`config.mk`:
```
export PLATFORM = sky130hd
export DESIGN_NAME = wpdh_ctrl
export DESIGN_NICKNAME = d
export VERILOG_FILES = /design/src/wpdh_pkg.sv /design/src/wpdh_ctrl.sv
export SDC_FILE = /design/constraint.sdc
export NUM_CORES = 1
export LEC_CHECK = 0
export BUFFER_PORTS_ARGS = -buffer_cell sky130_fd_sc_hd__buf_4
export CORE_MARGIN = 4
export CORE_UTILIZATION = 35
export CTS_CLUSTER_SIZE = 8
export DETAILED_ROUTE_END_ITERATION = 12
export GPL_TIMING_DRIVEN = 0
export PLACE_DENSITY_LB_ADDON = 0.3
export SETUP_SLACK_MARGIN = 0.2
export SKIP_CTS_REPAIR_TIMING = 1
export SLEW_MARGIN = 20
export SYNTH_ARGS = -nofsm -noshare
export SYNTH_HDL_FRONTEND = slang
export SYNTH_SLANG_ARGS = --single-unit
```
`constraint.sdc`:
```
create_clock -name clk -period 3.35 [get_ports clk]
set_clock_uncertainty 0.05 [all_clocks]
set_input_delay 0.5025 -clock clk [delete_from_list [all_inputs] [get_ports clk]]
set_output_delay 0.5025 -clock clk [all_outputs]
set_load 0.01 [all_outputs]
```
`src/wpdh_pkg.sv`:
```
// Shared types and constants of the weighted pair-distance histogram.
// Holds the controller states, datapath command codes and the command/status
// structs; no dependencies.
package wpdh_pkg;

    localparam int COORD_W = 20;
    localparam int DIFF_W  = 21;
    localparam int WGT_W   = 16;
    localparam int WPROD_W = 32;
    localparam int CNT_W   = 32;
    localparam int SUM_W   = 64;
    localparam int RSQ_W   = 43;
    localparam int MUL_W   = 26;
    localparam int PROD_W  = 52;
    localparam int LEN_W   = 20;
    localparam int NBU_W   = 7;
    localparam int BIN_W   = 6;
    localparam int CFG_IDX_W = 3;
    localparam int CFG_DAT_W = 20;
    localparam int DIV_NUM_W = 64;
    localparam int DIV_DEN_W = 32;
    localparam int DIV_CNT_W = 7;

    typedef enum logic [CFG_IDX_W-1:0] {
        CFG_BIN_WIDTH = 3'd0,
        CFG_BINS_USED = 3'd1,
        CFG_BOX_X     = 3'd2,
        CFG_BOX_Y     = 3'd3,
        CFG_BOX_Z     = 3'd4,
        CFG_FLAT_MODE = 3'd5
    } cfg_idx_t;

    typedef enum logic [1:0] {
        AX_X = 2'd0,
        AX_Y = 2'd1,
        AX_Z = 2'd2
    } axis_t;

    typedef enum logic [4:0] {
        OP_NONE,
        OP_LOAD,
        OP_DIV_FOLD,
        OP_FOLD_FIN,
        OP_SQ,
        OP_ACC,
        OP_CUT_MUL,
        OP_CUT_SQ,
        OP_BIN_INIT,
        OP_BIN_SQ,
        OP_BIN_STEP,
        OP_UPD_RD,
        OP_UPD_WR,
        OP_REP_INIT,
        OP_REP_RD,
        OP_DIV_MEAN,
        OP_OUT_LOAD,
        OP_REP_NEXT,
        OP_CLEAR
    } dp_op_t;

    typedef enum logic [4:0] {
        ST_IDLE,
        ST_FOLD_GO,
        ST_FOLD_WAIT,
        ST_FOLD_FIN,
        ST_SQ,
        ST_ACC,
        ST_CUT_MUL,
        ST_CUT_SQ,
        ST_CUT_CHK,
        ST_BIN_SQ,
        ST_BIN_CMP,
        ST_UPD_RD,
        ST_UPD_WR,
        ST_LAST_CHK,
        ST_REP_RD,
        ST_REP_DIV,
        ST_REP_WAIT,
        ST_REP_OUT,
        ST_REP_HOLD
    } state_t;

    typedef struct packed {
        dp_op_t op;
        axis_t  axis;
    } dp_cmd_t;

    typedef struct packed {
        logic div_done;
        logic in_range;
        logic edge_gt;
        logic bin_last;
        logic last_pair;
        logic out_busy;
    } dp_stat_t;

endpackage

```
`src/wpdh_ctrl.sv`:
```
// Controller state machine: sequences fold, distance, binning and report.
// Depends on wpdh_pkg.
module wpdh_ctrl (
    input  logic                  clk,
    input  logic                  rst_n,
    input  logic                  in_valid,
    output logic                  in_stall,
    input  wpdh_pkg::dp_stat_t    stat,
    output wpdh_pkg::dp_cmd_t     cmd
);
    wpdh_pkg::state_t state_reg, state_next;
    wpdh_pkg::axis_t  axis_reg, axis_next;
    wpdh_pkg::axis_t  axis_inc;

    always_comb
    begin
        case (axis_reg)
            wpdh_pkg::AX_X: axis_inc = wpdh_pkg::AX_Y;
            wpdh_pkg::AX_Y: axis_inc = wpdh_pkg::AX_Z;
            default:        axis_inc = wpdh_pkg::AX_X;
        endcase
    end

    // next state
    always_comb
    begin
        state_next = state_reg;
        axis_next  = axis_reg;
        case (state_reg)
            wpdh_pkg::ST_IDLE:
                if (in_valid)
                begin
                    state_next = wpdh_pkg::ST_FOLD_GO;
                    axis_next  = wpdh_pkg::AX_X;
                end
            wpdh_pkg::ST_FOLD_GO:   state_next = wpdh_pkg::ST_FOLD_WAIT;
            wpdh_pkg::ST_FOLD_WAIT:
                if (stat.div_done)
                    state_next = wpdh_pkg::ST_FOLD_FIN;
            wpdh_pkg::ST_FOLD_FIN:
            begin
                axis_next  = axis_inc;
                state_next = (axis_reg == wpdh_pkg::AX_Z) ? wpdh_pkg::ST_SQ
                                                          : wpdh_pkg::ST_FOLD_GO;
            end
            wpdh_pkg::ST_SQ:        state_next = wpdh_pkg::ST_ACC;
            wpdh_pkg::ST_ACC:
            begin
                axis_next  = axis_inc;
                state_next = (axis_reg == wpdh_pkg::AX_Z) ? wpdh_pkg::ST_CUT_MUL
                                                          : wpdh_pkg::ST_SQ;
            end
            wpdh_pkg::ST_CUT_MUL:   state_next = wpdh_pkg::ST_CUT_SQ;
            wpdh_pkg::ST_CUT_SQ:    state_next = wpdh_pkg::ST_CUT_CHK;
            wpdh_pkg::ST_CUT_CHK:
                state_next = stat.in_range ? wpdh_pkg::ST_BIN_SQ
                                           : wpdh_pkg::ST_LAST_CHK;
            wpdh_pkg::ST_BIN_SQ:
                state_next = stat.bin_last ? wpdh_pkg::ST_UPD_RD
                                           : wpdh_pkg::ST_BIN_CMP;
            wpdh_pkg::ST_BIN_CMP:
                state_next = stat.edge_gt ? wpdh_pkg::ST_UPD_RD
                                          : wpdh_pkg::ST_BIN_SQ;
            wpdh_pkg::ST_UPD_RD:    state_next = wpdh_pkg::ST_UPD_WR;
            wpdh_pkg::ST_UPD_WR:    state_next = wpdh_pkg::ST_LAST_CHK;
            wpdh_pkg::ST_LAST_CHK:
                state_next = stat.last_pair ? wpdh_pkg::ST_REP_RD
                                            : wpdh_pkg::ST_IDLE;
            wpdh_pkg::ST_REP_RD:    state_next = wpdh_pkg::ST_REP_DIV;
            wpdh_pkg::ST_REP_DIV:   state_next = wpdh_pkg::ST_REP_WAIT;
            wpdh_pkg::ST_REP_WAIT:
                if (stat.div_done)
                    state_next = wpdh_pkg::ST_REP_OUT;
            wpdh_pkg::ST_REP_OUT:   state_next = wpdh_pkg::ST_REP_HOLD;
            wpdh_pkg::ST_REP_HOLD:
                if (!stat.out_busy)
                    state_next = stat.bin_last ? wpdh_pkg::ST_IDLE
                                               : wpdh_pkg::ST_REP_RD;
            default:                state_next = wpdh_pkg::ST_IDLE;
        endcase
    end

    // outputs
    always_comb
    begin
        cmd.op   = wpdh_pkg::OP_NONE;
        cmd.axis = axis_reg;
        in_stall = 1'b1;
        case (state_reg)
            wpdh_pkg::ST_IDLE:
            begin
                in_stall = 1'b0;
                if (in_valid)
                    cmd.op = wpdh_pkg::OP_LOAD;
            end
            wpdh_pkg::ST_FOLD_GO:  cmd.op = wpdh_pkg::OP_DIV_FOLD;
            wpdh_pkg::ST_FOLD_FIN: cmd.op = wpdh_pkg::OP_FOLD_FIN;
            wpdh_pkg::ST_SQ:       cmd.op = wpdh_pkg::OP_SQ;
            wpdh_pkg::ST_ACC:      cmd.op = wpdh_pkg::OP_ACC;
            wpdh_pkg::ST_CUT_MUL:  cmd.op = wpdh_pkg::OP_CUT_MUL;
            wpdh_pkg::ST_CUT_SQ:   cmd.op = wpdh_pkg::OP_CUT_SQ;
            wpdh_pkg::ST_CUT_CHK:  cmd.op = wpdh_pkg::OP_BIN_INIT;
            wpdh_pkg::ST_BIN_SQ:
                if (!stat.bin_last)
                    cmd.op = wpdh_pkg::OP_BIN_SQ;
            wpdh_pkg::ST_BIN_CMP:
                if (!stat.edge_gt)
                    cmd.op = wpdh_pkg::OP_BIN_STEP;
            wpdh_pkg::ST_UPD_RD:   cmd.op = wpdh_pkg::OP_UPD_RD;
            wpdh_pkg::ST_UPD_WR:   cmd.op = wpdh_pkg::OP_UPD_WR;
            wpdh_pkg::ST_LAST_CHK:
                if (stat.last_pair)
                    cmd.op = wpdh_pkg::OP_REP_INIT;
            wpdh_pkg::ST_REP_RD:   cmd.op = wpdh_pkg::OP_REP_RD;
            wpdh_pkg::ST_REP_DIV:  cmd.op = wpdh_pkg::OP_DIV_MEAN;
            wpdh_pkg::ST_REP_OUT:  cmd.op = wpdh_pkg::OP_OUT_LOAD;
            wpdh_pkg::ST_REP_HOLD:
                if (!stat.out_busy)
                    cmd.op = stat.bin_last ? wpdh_pkg::OP_CLEAR
                                           : wpdh_pkg::OP_REP_NEXT;
            default:               cmd.op = wpdh_pkg::OP_NONE;
        endcase
    end

    always_ff @(posedge clk or negedge rst_n)
    begin
        if (!rst_n)
        begin
            state_reg <= wpdh_pkg::ST_IDLE;
            axis_reg  <= wpdh_pkg::AX_X;
        end
        else
        begin
            state_reg <= state_next;
            axis_reg  <= axis_next;
        end
    end

endmodule

```
==> flow_summary.ini, run 1 <==
[synthesis]
synthDistinctLibCells = 48
synth-xor-area-share_pct = 2.19
synth_top_family_by_area = compound AO/OA/AOI/OAI gates
ys_seq_area_share_pct = 21.9
synth_edf_count = 0
synth_compound_area_share_pct = 33.2
ys_seq_elements = 7
synth_flop_cell = dfrtp_1
synth_area_per_cell_um2 = 8.08
synthArstFlopShare_pct = 100
synthAdderAreaFrac_pct = 0
synth_warnings = 0
muxShareOfSynthArea_pct = 1.41
synthesis.area_um2 = 800
yosys.area_share.simple_pct = 29.4
synthCells = 99
synth_fp_nets = 108

[timing]
finalHoldViolations = 0
max_freq_ghz = 0.451
finalMaxSlewViolations = 0
setup_tns_ns = 0
relSlewSlack_pct = 78.7
setup_viol = 0
hold_slack_ns = 0.513
tightest_slew_ns = 0.317
layout_min_cycle_time_ns = 2.22
fin_crit_sh_pct = 66.2
rsz0062_at_grt = false

[setup_path]
critPathKind = register to output port
reg2reg_from = state_reg[1]
cp.arrival_ns = 1.66
crit_fanout = 10
cp-end-kind = output port
rr_worst_depth = 6
rr_endpoint = state_reg[1]
worstPathRequired_ns = 2.80
start_kind = register
r2r_setup_slack_ns = 1.81

[route]
first_pass_iters = 4
routed-wl-met3_um = 115
routedWlPerCell_um = 13.9
detail_route.iter0.violations = 31
dr.max_layer_used = met4
ant_nets = 0
drt_wl_total_um = 2060
wl_met2_um = 908
vias_per_cell = 5.45
num_vias = 806
drcViolationCount = 0
wl_met1_um = 1010

[power]
ir_drop_mv = 0.457
cellLeakagePower_nw = 0.410
p_per_area_nw_per_um2 = 871

[hold_path]
hp-class = register to register
hold_end = axis_reg[1]
hp-start = axis_reg[0]
min_path_cells = 1

[floorplanning]
die_w_um = 55.8
core-area_um2 = 2190
die_y_um = 55.8
initial_core_util_pct = 36.5
die-area_um2 = 3110
num_rows = 17
ioPinCount = 17

[clock_tree]
clkTransAtPathRegs_ns = 0.05
clkSinkCount = 7
worstSkewPairLatency_ns = 0.25
root_buffer = clkbuf_4
htree_num_levels = 1
cts_tree = yes
numCtsBuffers = 3
cts_buffer_depth = 2

[final_layout]
layout_common_cells = 17 x buf_4, 10 x nand2_1, 10 x a21oi_1
area_delta_synth_final_pct = 24.1
largest_reg_flops = 5
drive_gt1_share_pct = 35.0
diodes = 0
final_common_cell = buf_4
fill_cells = 221
nNetsFinal = 130

[grt]
antenna_found_initial = 0
grt_pass1_wl_um = 3590
grt_pass1_vias = 742
overflow = 0
grt_usage_pct = 14.2
grt_start_max_net_pins = 11

[placed_design]
dp_hpwl_um = 1600
gp_congestion = 0.902
port_buffers = 16

[run_status]
status = finished, final reports clean

[flow_run]
drv_cap = 0
==> critical path: stages (launching register included) <==
cell	delay, ns
dfrtp_1	0.37
buf_6	0.14
buf_6	0.14
nor2_2	0.19
nand2_1	0.07
or3_1	0.30
o21ai_1	0.08
buf_4	0.13
==> area by class of cell <==
class                   count  area [µm²]  area share, %
multi-input cells          80         529           53.3
flip-flops and latches      7         175           17.7
inverters                   4        15.0           1.51
repair buffers             17         130           13.1
well taps                  28        35.0           3.53
clock buffers               3        22.5           2.27
plain buffers               8        80.1           8.07
clock inverters             1        5.00          0.504
==> synth_stat cells (3+ instances only) <==
cell type,number,area [µm²]
nor2_1,3,11.3
nand2_1,10,37.5
o21ai_0,3,15.0
nand2b_1,4,25.0
a21oi_1,10,50.1
inv_2,3,11.3
dfrtp_1,7,175
o21ai_1,5,25.0
o22ai_1,3,18.8
buf_6,6,67.6
nor3_1,3,15.0
==> layer usage <==
| layer | up-vias | track usage [%] |
|---|---|---|
| met5 | - | 0 |
| met4 | 0 | 5.90 |
| met3 | 3 | 1.86 |
| met2 | 25 | 21.5 |
| met1 | 368 | 20.1 |
| li1 | 410 | - |
==> where the power goes <==
group	total, W	internal, W	switching (W)
Sequential	0.000143	0.000118	0.0000254
Clock	0.0000776	0.0000437	0.0000339
Combinational	0.000644	0.000296	0.000348
Total	0.000864	0.000458	0.000407
==> how the worst max path moves through the flow <==
| stage | start | slack (ns) | depth (start not counted) | endpoint |
|---|---|---|---|---|
| after floorplan | state_reg[3] | 1.57 | 6 | cmd[3] |
| after global placement | state_reg[3] | 1.41 | 7 | cmd[3] |
| after detailed placement | state_reg[3] | 1.40 | 7 | cmd[3] |
| after CTS | state_reg[3] | 1.12 | 7 | cmd[3] |
| after global routing | state_reg[3] | 1.02 | 7 | cmd[3] |
| final | state_reg[3] | 1.13 | 7 | cmd[3] |
==> kinds of logic after synthesis <==
| family | Yosys count |
|---|---|
| AOI/OAI and AO/OA | 38 |
| xor gates and xnor gates | 2 |
| buffers and inverters | 12 |
| DFF | 7 |
| muxes | 1 |
| and+or+nand+nor | 39 |
==> metrics by stage <==
stage          utilization [%]  setup WS (ns)  total power, W  instance area, µm²  instances
2_1_floorplan                -           1.57        0.000612                 800         99
6_report                  45.3           1.13        0.000864                 992        148
3_3_place_gp              43.6           1.41        0.000782                 955        143
3_5_place_dp              43.6           1.40        0.000785                 955        143
5_1_grt                   45.3           1.02        0.000947                 992        148
4_1_cts                   44.8           1.12        0.000867                 982        147
(Power assumes the default switching activity.)
==> inputs of run 2 (changes only) <==
- clock period: 3.35 -> 2.1 ns (I/O delays scaled with it)
==> flow_summary.ini, run 2 (synthesis results as in run 1) <==
[clock_tree]
clkSinkCount = 7
cts_buffer_depth = 2
cts_tree = yes
numCtsBuffers = 3
root_buffer = clkbuf_4
clkTransAtPathRegs_ns = 0.05
worstSkewPairLatency_ns = 0.25
htree_num_levels = 1

[timing]
relSlewSlack_pct = 78.6
max_freq_ghz = 0.513
fin_crit_sh_pct = 92.8
setup_tns_ns = 0
hold_slack_ns = 0.353
tightest_slew_ns = 0.320
setup_viol = 0
rsz0062_at_grt = true
finalMaxSlewViolations = 0
finalHoldViolations = 0
layout_min_cycle_time_ns = 1.95

[placed_design]
placed_cell_area_um2 = 955
port_buffers = 16
gp_congestion = 0.902
dp_hpwl_um = 1600

[power]
cellLeakagePower_nw = 0.491
ir_drop_mv = 0.749
p_per_area_nw_per_um2 = 1380

[final_layout]
drive_gt1_share_pct = 45.1
fin_area_um2 = 1130
layout_common_cells = 28 x buf_4, 10 x nand2_1, 10 x a21oi_1
nNetsFinal = 143
area_delta_synth_final_pct = 41.6
diodes = 0
largest_reg_flops = 5
final_common_cell = buf_4

[route]
detail_route.iter0.violations = 24
wl_met1_um = 1020
ant_nets = 0
routedWlPerCell_um = 13.8
first_pass_iters = 5
drt_wl_total_um = 2220
num_vias = 863
wl_met2_um = 1020
routed-wl-met3_um = 156
drcViolationCount = 0
vias_per_cell = 5.36
dr.max_layer_used = met4

[setup_path]
r2r_setup_slack_ns = 0.39
crit_fanout = 7
critPathKind = register to output port
rr_worst_depth = 7
cp.arrival_ns = 1.58
crit_chain = buf_6 -> buf_4 -> or2b_1 -> o22ai_1 -> a21oi_1 -> nand2_1 -> buf_4
start_kind = register
cp_common_cell = buf_4
cp_slowest_cell = dfrtp_1
cp-end-kind = output port
rr_endpoint = state_reg[1]
crit_path_max_incr_delay_ns = 0.37
crit_buf_inv = 3
reg2reg_from = state_reg[2]
cp_top_family = buffers and inverters
worstPathRequired_ns = 1.74

[floorplanning]
initial_core_util_pct = 36.5
die-area_um2 = 3110
core-area_um2 = 2190
die_y_um = 55.8
ioPinCount = 17
num_rows = 17
die_w_um = 55.8

[grt]
grt_pass1_vias = 742
antenna_found_initial = 0
grt_start_max_net_pins = 11
grt_usage_pct = 14.2
overflow = 0
grt_pass1_wl_um = 3590

[hold_path]
hp-class = primary input to async pin

[flow_run]
drv_cap = 0

[run_status]
status = finished, final reports clean
==> run 2: worst max-delay path by stage <==
stage	start	to	slack (ns)	depth (start not counted)
6_report	state_reg[3]	cmd[2]	0.15	7
5_1_grt	state_reg[3]	cmd[3]	0.09	7
4_1_cts	state_reg[3]	cmd[3]	0.06	7
3_5_place_dp	state_reg[3]	cmd[3]	0.34	7
3_3_place_gp	state_reg[3]	cmd[3]	0.35	7
2_1_floorplan	state_reg[3]	cmd[3]	0.50	6
==> run 2: cell type report <==
class / count / area (µm²)
Inverter: 4 / 15.0
Timing Repair Buffer: 30 / 225
Sequential cell: 7 / 175
Buffer: 8 / 91.3
Tap cell: 28 / 35.0
Clock inverter: 1 / 5.00
Clock buffer: 3 / 22.5
Multi-Input combinational cell: 80 / 563
Fill cell: 208 / 1060
==> run 2: power by group <==
| part | leakage (nW) | internal [W] | switching (W) |
|---|---|---|---|
| clock | 0.0177 | 0.0000697 | 0.0000531 |
| combinational | 0.383 | 0.000599 | 0.000612 |
| sequential | 0.0898 | 0.000188 | 0.0000365 |
==> run 2: through the flow <==
| stage | util, % | power [W] | worst slack (ns) | std cells |
|---|---|---|---|---|
| final | 51.7 | 0.00156 | 0.151 | 161 |
| after global routing | 51.7 | 0.00169 | 0.0888 | 161 |
| after CTS | 44.8 | 0.00138 | 0.0586 | 147 |
| after detailed placement | 43.6 | 0.00125 | 0.341 | 143 |
| after global placement | 43.6 | 0.00125 | 0.346 | 143 |
| after floorplan | - | 0.000977 | 0.503 | 99 |
==> run 2: metal layers <==
layer	track usage [%]	up-vias
li1	-	438
met1	20.1	386
met3	1.86	2
met5	0	-
met4	5.90	0
met2	21.5	37
==> run 2: worst reg2reg max path, stage by stage, from the launching register on <==
cell and delay [ns]:
dfrtp_1 0.40, buf_4 0.14, buf_2 0.16, nor3_2 0.21
nand2_1 0.13, o21ai_2 0.26, a21oi_4 0.07, a22o_1 0.19
